<file path="src/hdl/rsh_pkg.sv">
`default_nettype none

package rsh_pkg;

    // Geometry and widths
    localparam int PIXEL_BITS = 8;
    localparam int MAX_COLS   = 1024;
    localparam int ROW_LIMIT  = 1024;
    localparam int COL_BITS   = $clog2(MAX_COLS);
    localparam int DIM_BITS   = 11;
    localparam int GAIN_BITS  = 12;
    localparam int OUT_BITS   = 14;
    localparam int PIX_BITS   = 3 * PIXEL_BITS;
    localparam int NUM_LANES  = 3;
    localparam int WIN_TAPS   = 9;
    localparam int WIN_CENTER = 4;

    // Result queue
    localparam int FIFO_DEPTH = 8;
    localparam int FIFO_AW    = $clog2(FIFO_DEPTH);

    // Register map (word index)
    localparam logic [1:0] REG_GAIN   = 2'd0;
    localparam logic [1:0] REG_WIDTH  = 2'd1;
    localparam logic [1:0] REG_HEIGHT = 2'd2;

    // Input kinds
    localparam logic CMD_PIXEL = 1'b0;
    localparam logic CMD_FLUSH = 1'b1;

    typedef logic [PIXEL_BITS-1:0]      t_chan;
    typedef logic [PIX_BITS-1:0]        t_pixel;
    typedef logic [COL_BITS-1:0]        t_col;
    typedef logic signed [OUT_BITS-1:0] t_result;

    // Write request from the front end to the line buffer
    typedef struct packed {
        logic   en;
        t_col   addr;
        t_pixel pix;
    } t_wr_req;

    // Per-transaction control that travels alongside the lanes
    typedef struct packed {
        logic emit;
        logic interior;
        logic frame_end;
    } t_ctl;

endpackage

`default_nettype wire

</file>
<file path="src/hdl/rsh_out_fifo.sv">
`default_nettype none

module rsh_out_fifo
    import rsh_pkg::*;
(
    input  wire logic                        i_clk,
    input  wire logic                        i_rst_n,
    input  wire logic                        i_push,
    input  wire t_result                     i_red,
    input  wire t_result                     i_green,
    input  wire t_result                     i_blue,
    input  wire logic                        i_last,
    output logic                             o_valid,
    input  wire logic                        i_ready,
    output logic [47:0]                      o_data,
    output logic                             o_last,
    output logic [FIFO_AW:0]                 o_count
);

    localparam int ENTRY_BITS = 3 * OUT_BITS + 1;

    logic [ENTRY_BITS-1:0] r_mem [FIFO_DEPTH];
    logic [FIFO_AW-1:0]    r_wr_ptr;
    logic [FIFO_AW-1:0]    r_rd_ptr;
    logic [FIFO_AW:0]      r_count;
    logic                  w_pop;
    logic [ENTRY_BITS-1:0] w_head;

    assign w_pop = o_valid && i_ready;

    // Merge the three lanes and the frame marker into one entry
    always_ff @(posedge i_clk) begin
        if (i_push) begin
            r_mem[r_wr_ptr] <= {i_last, i_blue, i_green, i_red};
        end
    end

    // Advance pointers and occupancy
    always_ff @(posedge i_clk) begin
        if (!i_rst_n) begin
            r_wr_ptr <= '0;
            r_rd_ptr <= '0;
            r_count  <= '0;
        end else begin
            if (i_push) begin
                r_wr_ptr <= r_wr_ptr + 1'b1;
            end
            if (w_pop) begin
                r_rd_ptr <= r_rd_ptr + 1'b1;
            end
            r_count <= r_count + (FIFO_AW+1)'(i_push) - (FIFO_AW+1)'(w_pop);
        end
    end

    assign w_head  = r_mem[r_rd_ptr];
    assign o_valid = (r_count != '0);
    assign o_data  = {{(48 - 3*OUT_BITS){1'b0}}, w_head[3*OUT_BITS-1:0]};
    assign o_last  = w_head[ENTRY_BITS-1];
    assign o_count = r_count;

endmodule

`default_nettype wire
</file>
<file path="config.mk">
export PLATFORM = sky130hd
export DESIGN_NAME = rsh_out_fifo
export DESIGN_NICKNAME = d
export VERILOG_FILES = /design/src/hdl/rsh_pkg.sv /design/src/hdl/rsh_out_fifo.sv
export SDC_FILE = /design/constraint.sdc
export NUM_CORES = 1
export LEC_CHECK = 0
export BUFFER_PORTS_ARGS = -buffer_cell sky130_fd_sc_hd__buf_2
export CAP_MARGIN = 15
export CORE_UTILIZATION = 40
export CTS_CLUSTER_SIZE = 28
export DETAILED_ROUTE_END_ITERATION = 10
export RECOVER_POWER = 50
export SLEW_MARGIN = 20
export SYNTH_ARGS = -nofsm -noshare
export SYNTH_HDL_FRONTEND = slang
export SYNTH_SLANG_ARGS = --single-unit
</file>
<file path="constraint.sdc">
create_clock -name i_clk -period 6.7 [get_ports i_clk]
set_input_delay 2.01 -clock i_clk [delete_from_list [all_inputs] [get_ports i_clk]]
set_output_delay 2.01 -clock i_clk [all_outputs]
set_load 0.01 [all_outputs]
</file>
==> flow_summary.json <==
{
  "port_buffers": 94,
  "status": "finished, violations left",
  "synth_top_area_share_pct": 74.36,
  "cts_made_buffers": 38,
  "cp_data_required_time_ps": 4690,
  "hold_violations": 0,
  "holdBufCountCts": 0,
  "root_buffer": "clkbuf_16",
  "ctsResizeCount": 0,
  "cts_tree": "yes",
  "endpoint_kind": "output port",
  "yosys.area_share.simple_pct": 1.189,
  "grt_util_all_layers_pct": 15.39,
  "clkTransAtPathRegs_ps": 60,
  "post-place-ws_ps": 2262,
  "yosys.area.top_type": "edfxtp_1",
  "synth-seq-cells": 357,
  "clock_skew_ps": 8.442,
  "drive_gt1_share_pct": 31.72,
  "drt_wl_total_um": 26790,
  "grt_first_pass_wirelength_um": 40170,
  "ios": 101,
  "drv_cap": 1,
  "layout_min_cycle_time_ps": 4927,
  "cts_max_level": 2,
  "syn2layout_area_growth_pct": 15.30,
  "syn_area_um2": 13890,
  "gp_congestion": 0.6960,
  "start_util_pct": 41.02,
  "cts.sinks": 357,
  "fmax_ghz": 0.2030,
  "p_leak_nw": 5.168,
  "grt_overflow": 0,
  "maxSlewViolCount": 12,
  "dieArea_um2": 35480,
  "p_per_area_nw_per_um2": 332.4,
  "grt_setup_unrepaired": "false",
  "fin_setup_tns_ps": 0,
  "die_x_um": 188.4,
  "chipHeight_um": 188.4,
  "setup_viol": 0,
  "ys_types": 30,
  "grt_pass1_vias": 6468,
  "clk-insertion-delay-late_ps": 510,
  "antenna_found_initial": 1,
  "cp_max_fo": 54,
  "min_path_type": "register to register",
  "slew_headroom_pct": -2.781,
  "fin_util_pct": 47.29,
  "path_class": "register to output port",
  "grt_max_degree": 56,
  "core_area_um2": 33870,
  "dr.pass1.iters": 4,
  "irDropWorstVdd_v": 0.0001777,
  "layout_setup_ws_ps": 1773,
  "yosys-top-cells-area": "edfxtp_1, mux4_2, mux2_4",
  "violations": "max-capacitance violations, max-slew violations",
  "hp-start": "r_rd_ptr[2]",
  "post_cts_buffers": 0,
  "synthMuxAreaShare_pct": 19.65,
  "clk_path_buf_depth": 3,
  "rr_startpoint": "r_wr_ptr[1]",
  "route.detailed.drc": 0,
  "rows": 67,
  "arrival_ps": 2920,
  "synth_top_family_by_area": "multiplexers",
  "fin_crit_sh_pct": 73.54,
  "syn_inst": 577,
  "tightest_slew_ps": 1536,
  "synth-compound-area-share_pct": 0.09007,
  "wire_per_inst_um": 22.82,
  "synth-xor-area-share_pct": 0.1892,
  "ys_seq_area_share_pct": 76.24,
  "drtIter0Drc": 499,
  "num_vias": 6042,
  "synth_fa_ha_area_share_pct": 0.6846,
  "nFillCells": 2799,
  "vias_per_cell": 5.147,
  "dp_hpwl_um": 14850,
  "ys_warn_count": 0,
  "finish.net_count": 753,
  "postSynthAreaPerCell_um2": 24.07,
  "start_kind": "register",
  "detail-route-antenna-nets": 0
}
==> logic make-up (layout without fill, tap and decap cells) <==
group,after synthesis,in the layout
AOI/OAI and AO/OA,2,2
xor gates and xnor gates,3,3
adders and majority gates,7,7
other,1,7
and+or+nand+nor,33,33
muxes,138,138
buffers and inverters,36,179
DFF,357,357
==> state kept, by name, indices dropped and copies added (netlist names), named ones only <==
register	flops
r_mem	344
r_wr_ptr	3
r_rd_ptr	3
o_count	4
==> routing by layer <==
metal	up-vias	GRT usage, %	routed length (um)
met1	3206	20.11	11630
li1	2662	-	-
met2	135	26.33	13570
met4	2	4.032	504
met3	37	3.092	1071
met5	-	0	12
==> worst paths after layout <==
kind	endpoint	slack (ps)	cells past startpoint
worst min-delay path	register	490	2
worst min register to register	register	490	2
worst max-delay path	o_data[1]	1770	4
worst max register to register	r_mem[6][2]	4100	3
==> layout by cell type (no fill, tap or decap), types with 3 or more instances in the layout <==
| cell type | n |
|---|---|
| mux4_2 | 68 |
| nand2b_1 | 6 |
| clkinv_2 | 4 |
| clkinv_1 | 7 |
| conb_1 | 6 |
| inv_1 | 4 |
| nand2_1 | 9 |
| dfxtp_4 | 3 |
| mux4_1 | 18 |
| buf_2 | 49 |
| buf_4 | 10 |
| mux2i_1 | 9 |
| mux2_2 | 3 |
| edfxtp_1 | 344 |
| clkbuf_16 | 41 |
| dfxtp_1 | 10 |
| ha_1 | 6 |
| mux2_4 | 40 |
| clkbuf_1 | 58 |
| nor2_4 | 5 |
==> metrics by stage <==
stage	power, mW	std cells	area (um^2)	hold slack [ps]
2_1_floorplan	3.211	582	13910	455.5
5_1_grt	5.530	1173	16010	530.8
3_5_place_dp	3.454	1105	14880	474.8
3_3_place_gp	3.427	1104	14860	456.8
4_1_cts	5.392	1171	16030	486.8
6_report	5.324	1174	16020	486.0
==> critical path: stages (launching register included) <==
cell and delay (ps):
dfxtp_4 790, buf_12 440, mux4_1 610, mux2_2 310, buf_2 150
==> Yosys cell counts <==
| master | count |
|---|---|
| edfxtp_1 | 344 |
| mux4_2 | 68 |
| mux2_4 | 40 |
| mux4_1 | 18 |
| dfxtp_1 | 13 |
| clkbuf_1 | 10 |
| mux2i_1 | 9 |
| nand2_1 | 9 |
| nor2_1 | 7 |
| buf_2 | 6 |
| buf_4 | 6 |
| ha_1 | 6 |
| nand2b_1 | 6 |
| buf_12 | 5 |
| and2_1 | 4 |
| clkbuf_4 | 4 |
| inv_1 | 4 |
| mux2_2 | 3 |
| nor2b_1 | 2 |
| nor3_1 | 2 |
| xnor2_1 | 2 |
| a21o_1 | 1 |
| a21oi_1 | 1 |
| buf_6 | 1 |
| conb_1 | 1 |
| fa_1 | 1 |
| nand3_1 | 1 |
| or2_1 | 1 |
| or3b_1 | 1 |
| xor2_1 | 1 |
==> power breakdown <==
part	switching (mW)	leakage, nW	total, mW	internal, mW
Sequential	0.110	3.23	2.63	2.52
Clock	0.796	0.564	1.95	1.15
Combinational	0.318	1.37	0.745	0.427
==> area by class of cell <==
class / instances / area (um^2) / area share, %
clock inverters: 13 / 85.08 / 0.5312
clock buffers: 53 / 1071 / 6.687
inverters: 4 / 15.01 / 0.09374
well taps: 448 / 560.5 / 3.500
flip-flops and latches: 357 / 10600 / 66.19
multi-input cells: 189 / 3093 / 19.31
repair buffers: 109 / 588.1 / 3.672
diodes: 1 / 2.502 / 0.01562
Note: power is estimated with default switching activity, not from simulation.
