[config.mk]
export PLATFORM = sky130hd
export DESIGN_NAME = rsh_lane
export DESIGN_NICKNAME = d
export VERILOG_FILES = /design/src/hdl/rsh_pkg.sv /design/src/hdl/rsh_lane.sv
export SDC_FILE = /design/constraint.sdc
export NUM_CORES = 1
export LEC_CHECK = 0
export ABC_AREA = 1
export BUFFER_PORTS_ARGS = -buffer_cell sky130_fd_sc_hd__buf_2
export CAP_MARGIN = 10
export CORE_MARGIN = 10
export CORE_UTILIZATION = 56
export CTS_CLUSTER_SIZE = 14
export DETAILED_ROUTE_END_ITERATION = 12
export GPL_TIMING_DRIVEN = 0
export PLACE_DENSITY = 0.8
export SETUP_SLACK_MARGIN = 0.3
export SYNTH_ARGS = -nofsm -noshare
export SYNTH_HDL_FRONTEND = slang
export SYNTH_SLANG_ARGS = --single-unit
[constraint.sdc]
create_clock -name i_clk -period 5.5 [get_ports i_clk]
set_input_delay 1.1 -clock i_clk [delete_from_list [all_inputs] [get_ports i_clk]]
set_output_delay 1.1 -clock i_clk [all_outputs]
set_load 0.02 [all_outputs]
[src/hdl/rsh_pkg.sv]
`default_nettype none

package rsh_pkg;

    // Geometry and widths
    localparam int PIXEL_BITS = 8;
    localparam int MAX_COLS   = 1024;
    localparam int ROW_LIMIT  = 1024;
    localparam int COL_BITS   = $clog2(MAX_COLS);
    localparam int DIM_BITS   = 11;
    localparam int GAIN_BITS  = 12;
    localparam int OUT_BITS   = 14;
    localparam int PIX_BITS   = 3 * PIXEL_BITS;
    localparam int NUM_LANES  = 3;
    localparam int WIN_TAPS   = 9;
    localparam int WIN_CENTER = 4;

    // Result queue
    localparam int FIFO_DEPTH = 8;
    localparam int FIFO_AW    = $clog2(FIFO_DEPTH);

    // Register map (word index)
    localparam logic [1:0] REG_GAIN   = 2'd0;
    localparam logic [1:0] REG_WIDTH  = 2'd1;
    localparam logic [1:0] REG_HEIGHT = 2'd2;

    // Input kinds
    localparam logic CMD_PIXEL = 1'b0;
    localparam logic CMD_FLUSH = 1'b1;

    typedef logic [PIXEL_BITS-1:0]      t_chan;
    typedef logic [PIX_BITS-1:0]        t_pixel;
    typedef logic [COL_BITS-1:0]        t_col;
    typedef logic signed [OUT_BITS-1:0] t_result;

    // Write request from the front end to the line buffer
    typedef struct packed {
        logic   en;
        t_col   addr;
        t_pixel pix;
    } t_wr_req;

    // Per-transaction control that travels alongside the lanes
    typedef struct packed {
        logic emit;
        logic interior;
        logic frame_end;
    } t_ctl;

endpackage

`default_nettype wire

[src/hdl/rsh_lane.sv]
`default_nettype none

module rsh_lane
    import rsh_pkg::*;
(
    input  wire logic                 i_clk,
    input  wire t_chan                i_win [WIN_TAPS],
    input  wire logic                 i_interior,
    input  wire logic [GAIN_BITS-1:0] i_gain,
    output t_result                   o_result
);

    logic        [PIXEL_BITS+2:0] w_sum;
    logic signed [PIXEL_BITS+3:0] w_diff;
    logic signed [PIXEL_BITS+3:0] r_diff;
    t_chan                        r_c1;
    logic                         r_int1;

    logic signed [24:0] w_prod;
    logic signed [24:0] r_prod;
    t_chan              r_c2;
    logic               r_int2;

    logic signed [25:0] w_round;
    logic signed [14:0] w_quot;
    logic signed [15:0] w_val;

    // Sum the eight neighbors and form 8c - S
    always_comb begin
        w_sum = '0;
        for (int i = 0; i < WIN_TAPS; i++) begin
            if (i != WIN_CENTER) begin
                w_sum = w_sum + {3'b000, i_win[i]};
            end
        end
        w_diff = $signed({1'b0, i_win[WIN_CENTER], 3'b000}) - $signed({1'b0, w_sum});
    end

    always_ff @(posedge i_clk) begin
        r_diff <= w_diff;
        r_c1   <= i_win[WIN_CENTER];
        r_int1 <= i_interior;
    end

    // Scale by the gain
    assign w_prod = $signed({1'b0, i_gain}) * r_diff;

    always_ff @(posedge i_clk) begin
        r_prod <= w_prod;
        r_c2   <= r_c1;
        r_int2 <= r_int1;
    end

    // Round half up, floor by 2048, add the center back
    assign w_round  = 26'(r_prod) + 26'sd1024;
    assign w_quot   = w_round[25:11];
    assign w_val    = {w_quot[14], w_quot} + $signed({8'b0, r_c2});
    assign o_result = r_int2 ? w_val[OUT_BITS-1:0]
                             : t_result'({{(OUT_BITS-PIXEL_BITS){1'b0}}, r_c2});

endmodule

`default_nettype wire

==> flow_summary.ini, run 1 <==
[outcome]
outcome = complete, no violations

[hold_path]
hold_path_class = register to register
worstHoldStart = r_c1[3]$_DFF_P_

[detailed_routing]
dr_wl_met3_mm = 1.55
first_pass_iters = 5
detail-route-antenna-nets = 0
via_count = 7368
viasPerCell = 5.11
highest-signal-layer = met4
wl_per_cell_um = 14.6
wl_mm = 21.1
met2WireLength_mm = 10.4
drt_iter0_drc = 429
wl_met1_mm = 8.54
remaining_drc_errors = 0

[synth]
syn_inst = 1109
syn_area_mm2 = 0.00878
synthXorXnorAreaFrac = 0.0389
yosys.area.top_type = fa_1
synth_fa_ha_area_frac = 0.493
synth_top_area_share = 0.349
ys_warn_count = 0
syn-num-nets = 1449
ys_seq_area_frac = 0.103
avgSynthCellArea_um2 = 7.92
synth.area.top_cells = fa_1 (35%), ha_1 (14%), inv_1 (13%)
ys_ff_latch = 45
synth-simple-area-share = 0.182
synthMuxAreaShare = 0
synth_compound_area_frac = 0.0464
yosysUniqueCellTypes = 33
synth_top_family_by_area = adder cells

[floorplanning]
coreArea_mm2 = 0.0153
die_y_um = 145
pin_count = 100
die_x_um = 145
start_util = 0.574
fp.dieArea_mm2 = 0.0211
placementRows = 45

[sta]
hold_violations = 0
period_needed_ns = 5.13
worst_pin_slew_ns = 0.654
fin_ws_ns = 0.375
finalSetupViolCount = 0
fmax_ghz = 0.195
maxSlewViolCount = 0
grt_setup_unrepaired = yes
slew_headroom = 0.564
finalClockSkew_ns = 0.00288
fin_crit_sh = 0.932
hold_slack_ns = 0.327

[clock_network]
clk_pin_slew_worst_paths_ns = 0.06
cts_inserted_buffers = 5
cts_tree = built
insertion_delay_ns = 0.29
cts.sinks = 45
cts_hold_buf = 0
cts_root_buf = clkbuf_16
cts_buffer_depth = 2
htreeDepth = 2

[place]
place_congestion = 0.926
pre_cts_ws_ns = -0.285
hpwl_mm = 17.2
port-buffer-count = 98
dp_cells = 1418

[global_route]
grtUsageTotal = 0.192
grt_first_pass_wirelength_mm = 34.3
antenna_found_initial = 0
grt_max_degree = 17
grt_pass1_vias = 7552
grt-ovfl-total = 0

[critical_path]
path_max_fanout = 4
cp.arrival_ns = 5.35
r2r-start = r_diff[4]$_DFF_P_
critical_path_class = primary input to register
startpoint = i_gain[10]
critical_path.startpoint_type = primary input
worstPathRequired_ns = 5.72
end_kind = register

[final_layout]
syn_to_final_growth_pct = 17.8
fillers = 1212
antenna_cells = 0
drive_above_1_share = 0.184
stdcell_count = 1441
final_core_util = 0.676
nets = 1569

[flow_run]
cap_violations = 0
kinds of logic (layout without fill, tap and decap cells):
kind of cell	count (synthesis)	after routing
xor+xnor	39	39
fa+ha+maj	254	254
simple gates	376	376
flops	45	45
compound gates	73	73
buf+inv	322	443
Yosys cell counts (all sizes together):
master / n
fa: 153
o21bai: 3
dfxtp: 45
ha: 101
or2: 7
nand4: 9
nor3b: 1
xor2: 25
inv: 295
o21a: 1
buf: 1
a21oi: 40
nor3: 9
a21o: 7
nor2: 56
nand3: 31
a211oi: 1
o21ai: 17
a31oi: 4
nand2: 263
clkbuf: 26
xnor2: 14
flip-flops by register name, indices dropped and copies added, names as in the netlist:
register,cells
r_int1,1
r_diff,12
r_int2,1
r_c2,8
r_c1,8
r_prod,15
per-layer routing:
| metal | vias up | global-route usage |
|---|---|---|
| li1 | 3509 | - |
| met1 | 3546 | 0.231 |
| met2 | 270 | 0.338 |
| met3 | 43 | 0.0382 |
| met4 | 0 | 0.0576 |
| met5 | - | 0 |
layout by cell type (no fill, tap or decap), types with 3 or more instances in the layout:
cell and n:
inv_1 286, nand2_1 241, fa_1 150, buf_2 93, ha_1 89, dfxtp_1 45, nor2_1 44, nand3_1 29
a21oi_1 28, xor2_1 25, nand2_2 17, xnor2_1 14, o21ai_0 13, a21oi_2 12, buf_4 12, ha_4 12
buf_8 9, clkbuf_1 9, inv_2 9, nand4_1 8, clkbuf_16 8, or2_2 7, a21o_1 7, nor2_2 6
clkbuf_2 5, nor2_4 5, nand2_4 5, a31oi_1 4, nor3_1 4, o21ai_1 4, nor3_2 4, fa_2 3
buf_6 3
path summary, 6_finish.rpt:
kind / end / slack, ns / cells past startpoint
setup / recovery: r_prod[24]$_DFF_P_ / 0.37 / 20
hold / removal: r_c2[3]$_DFF_P_ / 0.33 / 0
setup reg to reg: r_prod[14]$_DFF_P_ / 0.49 / 17
hold reg to reg: r_c2[3]$_DFF_P_ / 0.33 / 0
layout make-up:
type	instances	area (µm²)	area share
inverters	295	1110	0.107
clock inverters	3	25.0	0.00242
multi-input cells	742	6990	0.675
clock buffers	5	125	0.0121
flip-flops and latches	45	901	0.0870
well taps	211	264	0.0255
plain buffers	27	236	0.0228
repair buffers	113	704	0.0680
worst max-delay path: stages:
cell and delay (ns):
buf_4 0.13, clkbuf_8 0.14, buf_6 0.11, nand2_2 0.05, fa_1 0.50, fa_1 0.52, inv_1 0.06, fa_1 0.48
fa_1 0.55, inv_1 0.05, fa_1 0.52, inv_2 0.05, ha_4 0.30, nand2_4 0.07, nor2_4 0.11, inv_2 0.06
nor3_4 0.22, nand3_1 0.12, nand3_2 0.09, xnor2_1 0.11
what timing repair did:
action | 4_1_cts | 5_1_grt
gates cloned | 0 | 3
setup endpoints to repair | 12 | 12
buffers inserted | 4 | 8
pin swaps | 5 | 35
resized for setup | 36 | 83
stage by stage:
stage | area [µm²] | TNS (ns)
2_1_floorplan | 8830 | 0
3_3_place_gp | 9590 | -1.43
3_5_place_dp | 9590 | -2.03
4_1_cts | 9950 | 0
5_1_grt | 10400 | 0
6_report | 10400 | 0
Power of run 1 is left out: the tool's default activity adds up to more than one toggle a clock period on the data nets, which glitch-free logic cannot reach.
==> inputs of run 2 (changes only) <==
--- a/config.mk
+++ b/config.mk
@@ -8,12 +8,12 @@
 export ABC_AREA = 1
 export BUFFER_PORTS_ARGS = -buffer_cell sky130_fd_sc_hd__buf_2
 export CAP_MARGIN = 10
-export CORE_MARGIN = 10
-export CORE_UTILIZATION = 56
+export CORE_MARGIN = 5
+export CORE_UTILIZATION = 62
 export CTS_CLUSTER_SIZE = 14
 export DETAILED_ROUTE_END_ITERATION = 12
 export GPL_TIMING_DRIVEN = 0
-export PLACE_DENSITY = 0.8
+export PLACE_DENSITY = 0.84
 export SETUP_SLACK_MARGIN = 0.3
 export SYNTH_ARGS = -nofsm -noshare
 export SYNTH_HDL_FRONTEND = slang
==> constraint.sdc (replaced) <==
create_clock -name i_clk -period 5.82 [get_ports i_clk]
set_input_delay 1.164 -clock i_clk [delete_from_list [all_inputs] [get_ports i_clk]]
set_output_delay 1.164 -clock i_clk [all_outputs]
set_load 0.02 [all_outputs]
==> run 2 against run 1 <==
Effect of this change:
- utilization is 3.2 points higher
- cell area is 5.0% lower
- first-iteration DRC count grew 13%
- global-route usage rose by 6.1 points
- register-to-register slack improved by 0.09 ns
- non-clock buffer count is 13 lower
- routed wire length decreased by 6.6%
- die area decreased by 21%
- cell count shrank 3.1%
- hold slack improved by 0.00089 ns
- sequential share of layout area up 0.46 points
- clock skew increased by 0.0014 ns
- critical path type unchanged
==> flow_summary.ini, run 2 (synthesized netlist as in run 1, its figures left out) <==
[final_layout]
final_core_util = 0.708
antenna_cells = 0
fin_area_mm2 = 0.00983
final_common_cell = inv_1
multi_input_area_mm2 = 0.00677
largest_reg_flops = 15
most-common-layout-cells = inv_1 (292), nand2_1 (251), fa_1 (152), buf_2 (98), ha_1 (95)
syn_to_final_growth_pct = 11.9
fillers = 1079
stdcell_count = 1397
top_register = r_prod
nets = 1556
register_area_um2 = 901
drive_above_1_share = 0.145
reg_top3 = r_prod: 15 flops, r_diff: 12 flops

[global_route]
grt-ovfl-total = 0
grtUsageTotal = 0.253
grt_pass1_vias = 7640
antenna_found_initial = 0
grt_first_pass_wirelength_mm = 34.1
grt_max_degree = 18

[sta]
period_needed_ns = 5.36
finalSetupViolCount = 0
fin_crit_sh = 0.922
fmax_ghz = 0.186
hold_violations = 0
worst_pin_slew_ns = 0.730
slew_headroom = 0.513
finalClockSkew_ns = 0.00432
maxSlewViolCount = 0
grt_setup_unrepaired = no

[place]
port-buffer-count = 98
hpwl_mm = 16.9
dp_cells = 1387
place_congestion = 0.941
place_area_mm2 = 0.00950

[floorplanning]
die_y_um = 129
start_util = 0.633
fp.dieArea_mm2 = 0.0166
die_x_um = 129
placementRows = 43
pin_count = 100
coreArea_mm2 = 0.0139

[clock_network]
cts_tree = built
htreeDepth = 2
insertion_delay_ns = 0.29
cts_root_buf = clkbuf_16
cts_inserted_buffers = 5
cts.sinks = 45
cts_buffer_depth = 2
clk_pin_slew_worst_paths_ns = 0.07

[detailed_routing]
drt_iter0_drc = 485
remaining_drc_errors = 0
detail-route-antenna-nets = 0
first_pass_iters = 6
via_count = 7238
viasPerCell = 5.18
wl_mm = 19.7
wl_per_cell_um = 14.1

[critical_path]
critical_path.startpoint_type = primary input
worstPathRequired_ns = 6.03
end_kind = register
crit_chain = buf_2, buf_4, nand2_1, fa_1, fa_1, inv_1, fa_1, fa_1, inv_1, fa_1, inv_1, ha_2, nand2_1, nor2_1, inv_1, nor3_2, nand3_1, nand3_1, xnor2_2
critical_path_class = primary input to register
crit_top_cell = fa_1
slowest_stage = fa_1
path_max_fanout = 10
cp.arrival_ns = 5.57
max_stage_delay_ns = 0.56

[flow_run]
cap_violations = 0

[hold_path]
hold_path_class = register to register

[outcome]
outcome = complete, no violations
==> run 2: cell types whose count changed in the layout (fill, tap and decap cells not counted), moves of 6 or more <==
cell / previous run / this run
inv_1: 286 / 292
ha_4: 12 / 2
buf_8: 9 / 0
nand2_1: 241 / 251
inv_2: 9 / 3
ha_1: 89 / 95
nand2_2: 17 / 11
==> run 2: worst paths after layout <==
check	to	slack, ns	from	cells past startpoint
worst min-delay path	r_c2[3]$_DFF_P_	0.33	r_c1[3]$_DFF_P_	0
worst min register to register	r_c2[3]$_DFF_P_	0.33	r_c1[3]$_DFF_P_	0
worst max-delay path	r_prod[24]$_DFF_P_	0.46	i_gain[8]	19
worst max register to register	r_prod[18]$_DFF_P_	0.58	r_diff[9]$_DFF_P_	18
==> run 2: stage by stage <==
step                      worst slack, ns  hold slack (ns)  TNS, ns
final                               0.457            0.328        0
after global routing                0.286            0.342        0
after CTS                           0.306            0.330        0
after detailed placement           -0.231            0.314    -1.86
after global placement             -0.198            0.311    -1.15
after floorplan                     0.375            0.310        0
==> run 2: timing repair <==
item	in CTS	in global routing
gates cloned	0	0
pin swaps	0	5
gates resized for setup	15	58
endpoints found under the hold margin	0	0
hold buffers	0	0
endpoints found under the setup margin	13	11
buffers inserted	0	2
==> run 2: metal layers <==
metal,track usage,share of wire
met2,0.459,0.51
met5,0,0
met3,0.0256,0.066
met4,0.0661,0.027
met1,0.324,0.40
==> run 2: final cells by class <==
cell class	count	share of cell area
Clock inverter	3	0.00293
Buffer	27	0.0168
Clock buffer	5	0.0127
Sequential cell	45	0.0916
Inverter	295	0.113
Multi-Input combinational cell	742	0.689
Timing Repair Buffer	100	0.0514
Tap cell	180	0.0229
==> run 2: critical path, delay by kind of cell <==
kind,cells,cell delay [ns]
buf+inv,6,0.55
xor+xnor,1,0.12
fa+ha+maj,6,2.99
simple gates,6,0.75
Power of run 2 is left out for the same reason.
==> inputs of run 3 (changes only) <==
==> constraint.sdc (replaced) <==
create_clock -name i_clk -period 5.3 [get_ports i_clk]
set_input_delay 1.06 -clock i_clk [delete_from_list [all_inputs] [get_ports i_clk]]
set_output_delay 1.06 -clock i_clk [all_outputs]
set_load 0.02 [all_outputs]
==> run 3 against run 2 <==
Effect of this change:
- first-iteration DRC count grew 56%
- cell count grew 3.8%
- utilization grew 8.1 points
- cell area grew 11%
- largest cell class unchanged
- sequential share of layout area shrank 0.94 points
- register-to-register slack lost 0.33 ns
==> flow_summary.ini, run 3 (synthesized netlist as in run 1, its figures left out) <==
[outcome]
outcome = complete, no violations

[final_layout]
drive_above_1_share = 0.262
syn_to_final_growth_pct = 24.7
multi_input_area_mm2 = 0.00726
stdcell_count = 1450
nets = 1609
antenna_cells = 0
largest_reg_flops = 15
most-common-layout-cells = inv_1 (267), nand2_1 (221), fa_1 (142), buf_2 (90), ha_1 (81)
fillers = 858
register_area_um2 = 901
final_common_cell = inv_1
reg_top3 = r_prod: 15 flops, r_diff: 12 flops
top_register = r_prod

[sta]
hold_violations = 0
hold_slack_ns = 0.328
maxSlewViolCount = 0
grt_setup_unrepaired = yes
fmax_ghz = 0.192
worst_pin_slew_ns = 0.590
slew_headroom = 0.607
finalSetupViolCount = 0
fin_ws_ns = 0.101
fin_crit_sh = 0.981
finalClockSkew_ns = 0.00282
fin_setup_tns_ns = 0
period_needed_ns = 5.20

[clock_network]
cts_hold_buf = 0
cts_root_buf = clkbuf_16
cts.sinks = 45
cts_tree = built
cts_buffer_depth = 2
cts_inserted_buffers = 5
insertion_delay_ns = 0.29
clk_pin_slew_worst_paths_ns = 0.07
htreeDepth = 2

[critical_path]
critical_path.startpoint_type = primary input
crit_chain = buf_8, buf_8, buf_6, nand2_4, inv_2, fa_1, fa_1, fa_1, fa_1, inv_2, fa_1, inv_2, ha_4, nand2_2, nor2_2, nand2_1, nand2_1, nand2_1, nand3_1, nand2_1
cp.arrival_ns = 5.38
slowest_stage = fa_1
end_kind = register
critical_path_class = primary input to register
worstPathRequired_ns = 5.48
crit_top_cell = fa_1
path_max_fanout = 5
max_stage_delay_ns = 0.59

[global_route]
grtUsageTotal = 0.288
grt_first_pass_wirelength_mm = 38.3
grt-ovfl-total = 0
grt_pass1_vias = 8395
grt_max_degree = 18
antenna_found_initial = 0

[detailed_routing]
via_count = 8114
detail-route-antenna-nets = 0
wl_per_cell_um = 18.0
first_pass_iters = 5
remaining_drc_errors = 0
wl_mm = 26.1
drt_iter0_drc = 757
viasPerCell = 5.60

[hold_path]
hold_path_class = register to register

[floorplanning]
placementRows = 43
die_y_um = 129
fp.dieArea_mm2 = 0.0166
coreArea_mm2 = 0.0139
start_util = 0.633
pin_count = 100
die_x_um = 129

[place]
pre_cts_ws_ns = -0.203
dp_cells = 1387
port-buffer-count = 98
hpwl_mm = 17.4
place_congestion = 0.953

[flow_run]
cap_violations = 0
run 3: through the flow:
stage | area (µm²) | util
2_1_floorplan | 8980 | -
3_3_place_gp | 9700 | 0.699
3_5_place_dp | 9700 | 0.699
4_1_cts | 10400 | 0.750
5_1_grt | 11000 | 0.789
6_report | 11000 | 0.789
run 3: metal layers:
metal / wire length (µm) / track usage / share of wire / up-vias
met5: 0 / 0 / 0 / -
met4: 1890 / 0.135 / 0.072 / 0
met3: 2190 / 0.0499 / 0.084 / 176
met2: 13000 / 0.506 / 0.50 / 505
met1: 9060 / 0.345 / 0.35 / 3849
li1: - / - / - / 3584
run 3: final cells by class:
class | instances | share of cell area
clock buffer | 5 | 0.0114
multi-input combinational | 742 | 0.662
buffer | 27 | 0.0237
timing repair buffer | 153 | 0.0963
tap | 180 | 0.0206
inverter | 295 | 0.101
sequential | 45 | 0.0822
clock inverter | 3 | 0.00240
run 3: what timing repair did:
action	in CTS	in global routing
endpoints found under the setup margin	12	15
pin swaps	62	91
hold endpoints to repair	0	0
cloned	2	0
buffers inserted	35	18
resized for setup	62	117
run 3: path summary, 6_finish.rpt:
check / from / to / slack [ns] / depth (start not counted)
setup / recovery: i_gain[4] / r_prod[23]$_DFF_P_ / 0.10 / 20
hold reg to reg: r_c1[6]$_DFF_P_ / r_c2[6]$_DFF_P_ / 0.33 / 0
setup reg to reg: r_diff[7]$_DFF_P_ / r_prod[23]$_DFF_P_ / 0.25 / 20
hold / removal: r_c1[6]$_DFF_P_ / r_c2[6]$_DFF_P_ / 0.33 / 0
run 3: worst max-delay path, delay by kind of cell:
family	cells	cell delay, ns
buffers and inverters	6	0.50
adders and majority gates	6	2.94
and+or+nand+nor	8	0.87
Power of run 3 is left out for the same reason.
